--- src/point_rotate_crop_filter_unit_assert.svh ---
// ----------------------------------------------------------------------------
// Assertion macros for the point rotate and crop filter
// Concurrent checks that vanish when SYNTHESIS is defined.
// ----------------------------------------------------------------------------
`ifndef POINT_ROTATE_CROP_FILTER_UNIT_ASSERT_SVH
`define POINT_ROTATE_CROP_FILTER_UNIT_ASSERT_SVH

`ifndef SYNTHESIS

// The condition must hold in the same cycle as the trigger.
`define PRCF_ASSERT_SAME(label, clk, rst_n, trig, cond) \
	label: assert property (@(posedge clk) disable iff (!rst_n) (trig) |-> (cond)) \
		else $error("prcf: same-cycle check failed");

// The condition must hold in the cycle after the trigger.
`define PRCF_ASSERT_NEXT(label, clk, rst_n, trig, cond) \
	label: assert property (@(posedge clk) disable iff (!rst_n) (trig) |=> (cond)) \
		else $error("prcf: next-cycle check failed");

`else

`define PRCF_ASSERT_SAME(label, clk, rst_n, trig, cond)
`define PRCF_ASSERT_NEXT(label, clk, rst_n, trig, cond)

`endif

`endif

--- src/prcf_pkg.sv ---
// ----------------------------------------------------------------------------
// prcf_pkg
// Shared types and constants of the point rotate and crop filter.
// ----------------------------------------------------------------------------
package prcf_pkg;

	localparam int INTEN_BITS   = 16;
	localparam int NUM_REGS     = 8;
	localparam int REG_IDX_BITS = 3;

	typedef enum logic [REG_IDX_BITS-1:0] {
		REG_INTENSITY_MIN = 3'd0,
		REG_ROTATION_COS  = 3'd1,
		REG_ROTATION_SIN  = 3'd2,
		REG_X_LIMIT       = 3'd3,
		REG_Y_LOW         = 3'd4,
		REG_Y_HIGH        = 3'd5,
		REG_INNER_TOP     = 3'd6,
		REG_INNER_BOT     = 3'd7
	} cfg_reg_t;

	// Load enables of the rotation datapath stages.
	typedef struct packed {
		logic s2;
		logic s3;
	} stage_en_t;

endpackage

--- src/prcf_rotate.sv ---
// ----------------------------------------------------------------------------
// prcf_rotate
// Two-stage z-axis rotation: registered products, then floor shift and
// saturation to the coordinate range.
// ----------------------------------------------------------------------------
module prcf_rotate
	import prcf_pkg::*;
#(
	parameter int COORD_BITS     = 24,
	parameter int TRIG_FRAC_BITS = 14
) (
	input  logic                             clk,
	input  stage_en_t                        en,
	input  logic signed [TRIG_FRAC_BITS+1:0] rot_cos,
	input  logic signed [TRIG_FRAC_BITS+1:0] rot_sin,
	input  logic signed [COORD_BITS-1:0]     pos_x,
	input  logic signed [COORD_BITS-1:0]     pos_y,
	output logic signed [COORD_BITS-1:0]     rot_x,
	output logic signed [COORD_BITS-1:0]     rot_y
);

	localparam int TRIG_BITS = TRIG_FRAC_BITS + 2;
	localparam int PROD_BITS = TRIG_BITS + COORD_BITS;
	localparam int SUM_BITS  = PROD_BITS + 1;

	logic signed [PROD_BITS-1:0] cx_s2, sy_s2, sx_s2, cy_s2;
	logic signed [SUM_BITS-1:0]  cx_e, sy_e, sx_e, cy_e;
	logic signed [SUM_BITS-1:0]  sum_x, sum_y, shr_x, shr_y;
	logic signed [COORD_BITS-1:0] rot_x_s3, rot_y_s3;

	// The value fits when every bit from the coordinate sign upward agrees.
	function automatic logic [COORD_BITS-1:0] sat_coord(input logic [SUM_BITS-1:0] v);
		logic [SUM_BITS-COORD_BITS:0] upper;
		logic [COORD_BITS-1:0]        res;
		upper = v[SUM_BITS-1:COORD_BITS-1];
		if ((&upper) || !(|upper)) begin
			res = v[COORD_BITS-1:0];
		end else if (v[SUM_BITS-1]) begin
			res = {1'b1, {(COORD_BITS-1){1'b0}}};
		end else begin
			res = {1'b0, {(COORD_BITS-1){1'b1}}};
		end
		return res;
	endfunction

	always_ff @(posedge clk) begin
		if (en.s2) begin
			cx_s2 <= rot_cos * pos_x;
			sy_s2 <= rot_sin * pos_y;
			sx_s2 <= rot_sin * pos_x;
			cy_s2 <= rot_cos * pos_y;
		end
	end

	assign cx_e = {cx_s2[PROD_BITS-1], cx_s2};
	assign sy_e = {sy_s2[PROD_BITS-1], sy_s2};
	assign sx_e = {sx_s2[PROD_BITS-1], sx_s2};
	assign cy_e = {cy_s2[PROD_BITS-1], cy_s2};

	assign sum_x = cx_e - sy_e;
	assign sum_y = sx_e + cy_e;

	// An arithmetic right shift of a two's complement value rounds toward minus infinity.
	assign shr_x = sum_x >>> TRIG_FRAC_BITS;
	assign shr_y = sum_y >>> TRIG_FRAC_BITS;

	always_ff @(posedge clk) begin
		if (en.s3) begin
			rot_x_s3 <= sat_coord(shr_x);
			rot_y_s3 <= sat_coord(shr_y);
		end
	end

	assign rot_x = rot_x_s3;
	assign rot_y = rot_y_s3;

endmodule

--- config.mk ---
export PLATFORM = sky130hd
export DESIGN_NAME = prcf_rotate
export DESIGN_NICKNAME = d
export VERILOG_FILES = /design/src/point_rotate_crop_filter_unit_assert.svh /design/src/prcf_pkg.sv /design/src/prcf_rotate.sv
export SDC_FILE = /design/constraint.sdc
export NUM_CORES = 2
export LEC_CHECK = 0
export BUFFER_PORTS_ARGS = -buffer_cell sky130_fd_sc_hd__buf_2
export CORE_ASPECT_RATIO = 0.9
export CORE_MARGIN = 2
export CORE_UTILIZATION = 55
export DETAILED_ROUTE_END_ITERATION = 6
export PLACE_DENSITY = 0.71
export REMOVE_ABC_BUFFERS = 1
export SYNTH_ARGS = -nofsm -noshare
export SYNTH_HDL_FRONTEND = slang
export SYNTH_SLANG_ARGS = --single-unit
--- constraint.sdc ---
create_clock -name clk -period 16.8 [get_ports clk]
set_input_delay 0.84 -clock clk [delete_from_list [all_inputs] [get_ports clk]]
set_output_delay 0.84 -clock clk [all_outputs]
set_load 0.05 [all_outputs]
# Yosys cells after proc, flatten, opt, wreduce, memory -nomap -nowiden
# Index checks and enable logic that the tools add are counted.
[word_totals] out_inout_bits=48 reg_bits=208 mem_count=0 rom_bits=0 latchBits=0 mem_bits_rw=0
[classes] n_addsub=2 n_bitwise=0 n_shift=0 div_mod_pow=0 n_eq_ne=0 n_lt_le_gt_ge=0 multipliers=4 muxes=4 reduce_logical=8
[ops] op="multiplier 16 x 24 -> 40 bit" n=4
[ops] op="2-to-1 mux 24 bit" n=4
[ops] op="adder 40 x 40 -> 41 bit" n=1
[ops] op="subtractor 40 x 40 -> 41 bit" n=1
[ops] op="AND reduction 4 bit" n=2
[ops] op="OR reduction 4 bit" n=2
[ops] op="logical NOT 1 bit" n=2
[ops] op="logical OR 1 bit" n=2

# Longest topological paths before layout
[logic_depth] word_depth=5 depth_mapped=27 ltp_nobuf=26

# Least setup slack after synthesis
# No wires, ideal clock.
[synth_timing] kind="in2reg" start="input rot_cos[1]" end="register cy_s2[38] (data pin)" path_buffers=2 slack_ns=9.430 t_arrival_ns=7.108 path_stages=23 setup_ns=0.262 path_cell_list="clkbuf_1 > clkbuf_1 > nand2_1 > fa_1 > fa_1 > fa_1 > inv_1 > fa_1 > fa_1 > inv_1 > fa_1 > inv_1 > ha_1 > and4_1 > a221o_1 > and3_1 > a211o_1 > a311o_1 > and4_4 > a2111oi_4 > o21ai_2 > mux2i_1 > nand3_1"
[synth_via] elab_chain_len=1
[synth_lines] item="start, declared" line="prcf_rotate.sv:14" rtl="input logic signed [TRIG_FRAC_BITS+1:0] rot_cos,"
[synth_lines] item="multiplier 16 x 24 -> 40 bit" line="prcf_rotate.sv:51" rtl="cy_s2 <= rot_cos * pos_y;"
[synth_lines] item="end signal, assigned" line="prcf_rotate.sv:51"
[synth_lines] item="end, declared" line="prcf_rotate.sv:26" rtl="logic signed [PROD_BITS-1:0] cx_s2, sy_s2, sx_s2, cy_s2;"
# No other way between the ends.
# A chain may end at the register's enable or synchronous reset.

# Final worst setup path
[layout_timing] start="input rot_cos[15]" end="register cy_s2[39] (data pin)"
# Same word-level chain as after synthesis.

==> summary.txt <==
Cells and area
  • Area grow syn2layout: 4.27%
  • Share of post-route cells with drive strength above 1: 3.82%
  • Final nets: 8,887

Worst setup path
  • R2r startpoint: cx_s2[6]$_DFFE_PP_
  • Most frequent CP cell: fa_1
  • Worst r2r dst: rot_x[7]$_DFFE_PP_
  • Arrival time worst endpoint: 8.53 ns
  • CP delay by family, top: adder cells
  • Critical path origin: rot_cos[15]
  • Startpoint types: primary input
  • Crit path largest cell delay: 0.79 ns
  • Crit path to: cy_s2[39]$_DFFE_PP_
  • Critical path peak fanout: 21
  • CP Class: primary input to flip-flop
  • CP cell instances: buf_2, inv_1, buf_4, nor2_1, fa_1, fa_1, fa_1, fa_1, fa_1, inv_1, fa_1, inv_1, ha_1, nand2_1, nor2_1, nand4_1, o21ai_0, a2bb2oi_1, o221ai_1, a21oi_1, and4_1, a2111oi_2, a21oi_1, xnor2_1
  • Crit end category: flip-flop
  • CP Depth: 24
  • Reg2reg setup slack: 11.79 ns
  • CP bufs+invs: 5
  • Critical path's slowest cell: a2bb2oi_1
  • Worst path required time: 17.13 ns
  • Worst R2R Path Depth: 12

Clock tree
  • H-tree depth: 1
  • CTS resizes: 0
  • Clk buf depth: 3
  • Clock Sink Count: 208
  • CTS tree: yes
  • Total CTS buffers: 27
  • Hold-fix buffers at CTS: 0
  • # Post-CTS Setup Buffers: 0
  • Clock latency on the worst-skew pair: 0.61 ns
  • CTS Root Cell: clkbuf_16
  • CTS clock-pin slew for the worst setup and hold paths: 0.06 ns

Floorplan
  • Die Y: 329 um
  • Die area: 120,000 um2
  • Num rows: 119
  • Core box area: 117,000 um2
  • Die X-Extent: 365 um
  • Initial Util: 55.4%
  • I/O Pins: 131

Global route
  • GRT met2 Usage: 46.7%
  • GRT Overall Usage: 28.5%
  • Met3 GRT Util: 3.86%
  • First-pass GRT wire length: 267,000 um
  • Largest net degree at the start of global routing: 59
  • GR peak layer: met2
  • Met1 Track Usage GR: 39.6%
  • Initial antenna violation count: 4
  • Vias in the first global route: 49,700
  • Gr ovfl total: 0

Detailed routing
  • DRC violations left: 0
  • DR vias/cell: 5.45
  • Iter 0 DRT Violations: 3,411
  • ANT nets after route: 0
  • Via count: 45,900
  • Routed len/inst: 19.1 um
  • Wirelength, routed: 161,000 um
  • DRT Pass-1 Iters: 6

Synthesis
  • Mapped Cells: 6,951
  • Asr flop ratio synth: 0%
  • EDFF count, synth: 208
  • Largest area contributor in the netlist: fa_1
  • Post-synthesis sequential area ratio: 9.67%
  • Syn Std Cell Area: 64,600 um2
  • Average size of a mapped cell: 9.30 um2
  • Synth top area cells: fa_1 46%, inv_1 10%, edfxtp_1 9.7%
  • Yosys reg bits: 208
  • Share of the synthesized area in the top cell type: 46.3%
  • Main synth FF type: edfxtp_1
  • Yosys warns: 0
  • Netlist cell types: 75

Timing
  • RSZ-0062 raised after global routing: no
  • Slew Limit Fails: 0
  • Fin Clk Skew: 0.0369 ns
  • Fmax achieved: 122 MHz
  • Worst-margin pin slew: 1.19 ns
  • Final period util: 48.8%
  • Final setup viols: 0
  • Fin worst setup slack: 8.60 ns
  • Relative slew slack: 20.6%
  • Tmin final: 8.20 ns
  • Final Hold Vio Count: 0
  • Setup Total Neg Slack: 0 ns

Place
  • GPL Wtd Cong: 0.915
  • DP HPWL: 121,000 um
  • DP Worst Slack: 8.10 ns
  • Buffers on Ports: 130

Outcome
  • Outcome: finished clean

Flow run
  • Max-cap check violation count: 0

Worst hold path
  • HP Class: primary input to flip-flop
-- cells in the final DEF, fill, tap and decap left out, types with 4 or more instances in the layout --
master,instances
buf_2,129
and4_1,4
nor2_1,157
xnor2_1,159
nor4_1,6
inv_1,1776
and2_1,609
o21ai_1,6
a31o_2,9
a211oi_1,7
nor3_1,22
a21o_1,100
a21oi_1,193
a21boi_0,4
ha_1,470
bufinv_16,5
a211o_1,7
o21a_1,22
nand2_1,921
inv_6,5
xor2_1,59
nand4_1,14
a31oi_1,25
o21ai_0,117
buf_4,49
nor2b_1,16
nand3_1,36
o31ai_1,8
clkbuf_16,27
edfxtp_1,208
fa_1,1496
o211ai_1,6
clkinv_2,4
or2_2,8
nand2b_1,41
or3_1,8
a2bb2oi_1,4
o21bai_1,28
and3_1,24
-- registers in the layout, summed over array words and instances (netlist names) --
signal,cells
rot_x,24
rot_y,24
cy_s2,40
cx_s2,40
sx_s2,40
sy_s2,40
-- per-layer routing --
layer  part of all wire [%]  routed length [um]
met4                    3.7                5990
met2                     47               75900
met1                     41               66700
met3                    7.6               12300
met5                      0                   0
-- how the worst min path moves through the flow --
stage                     cells after the start  slack [ns]                   to                start
after floorplan                               3        0.70  rot_x[23]$_DFFE_PP_  cx_s2[39]$_DFFE_PP_
after global placement                        3        0.76  rot_x[23]$_DFFE_PP_  cx_s2[39]$_DFFE_PP_
after detailed placement                      3        0.76  rot_x[23]$_DFFE_PP_  cx_s2[39]$_DFFE_PP_
after CTS                                     1        0.69  sy_s2[10]$_DFFE_PP_                en[1]
after global routing                          1        0.71  sy_s2[10]$_DFFE_PP_                en[1]
final                                         1        0.71   cx_s2[7]$_DFFE_PP_                en[1]
-- cell type report --
type	count	area, um2
sequential	208	6250
clock buffer	27	676
timing repair buffer	179	1020
inverter	1776	6670
fill	10300	49300
antenna	3	7.51
multi-input combinational	4646	50500
clock inverter	23	288
tap	1573	1970
-- worst register-to-register path, stage by stage, from the launching register on --
cell	delay (ns)
edfxtp_1	0.39
ha_1	0.32
a21o_1	0.16
a21o_1	0.18
a2111oi_2	0.44
nand2_1	0.09
a31o_2	0.30
a31oi_2	0.61
o211ai_2	0.26
a41oi_2	0.26
xnor2_1	0.14
o21bai_2	0.95
o21ai_0	0.53
-- cell families (layout without fill, tap and decap cells) --
family	Yosys count	after routing	share of synthesized area [%]
simple gates	1876	1876	13.9
buf+inv	2097	2005	12.2
compound gates	584	584	5.79
other cells	0	3	0
xor+xnor	218	218	2.95
flops	208	208	9.67
fa+ha+maj	1966	1966	55.4
mux	2	2	0.0329
-- stage by stage --
step / std cells / cell area, um2 / utilization (%) / hold WS, ns
final: 8435 / 67400 / 57.7 / 0.707
after global placement: 8382 / 66400 / 56.9 / 0.757
after global routing: 8435 / 67400 / 57.7 / 0.712
after detailed placement: 8382 / 66400 / 56.9 / 0.764
after CTS: 8432 / 67400 / 57.7 / 0.691
after floorplan: 6630 / 63400 / - / 0.703
-- synthesized netlist by cell type (6+ instances only) --
| master | number |
|---|---|
| nor2_1 | 157 |
| o21ai_0 | 117 |
| a31oi_1 | 25 |
| buf_1 | 6 |
| ha_1 | 470 |
| o21a_1 | 22 |
| fa_1 | 1496 |
| nor2b_1 | 16 |
| inv_1 | 1776 |
| a21o_1 | 100 |
| nand2b_1 | 41 |
| a211o_1 | 7 |
| a21oi_1 | 193 |
| clkbuf_1 | 309 |
| nand4_1 | 14 |
| xor2_1 | 59 |
| o21ai_1 | 6 |
| o21bai_1 | 29 |
| nand3_1 | 36 |
| edfxtp_1 | 208 |
| or2_2 | 8 |
| a31o_2 | 9 |
| nor4_1 | 6 |
| and3_1 | 24 |
| xnor2_1 | 159 |
| nor3_1 | 22 |
| o211ai_1 | 6 |
| a211oi_1 | 7 |
| and2_1 | 609 |
| nand2_1 | 921 |
| buf_2 | 6 |
| or3_1 | 8 |
| o31ai_1 | 8 |
Power is not shown: default switching activity piles up to over one toggle a cycle in this logic, so the estimate is an artifact.
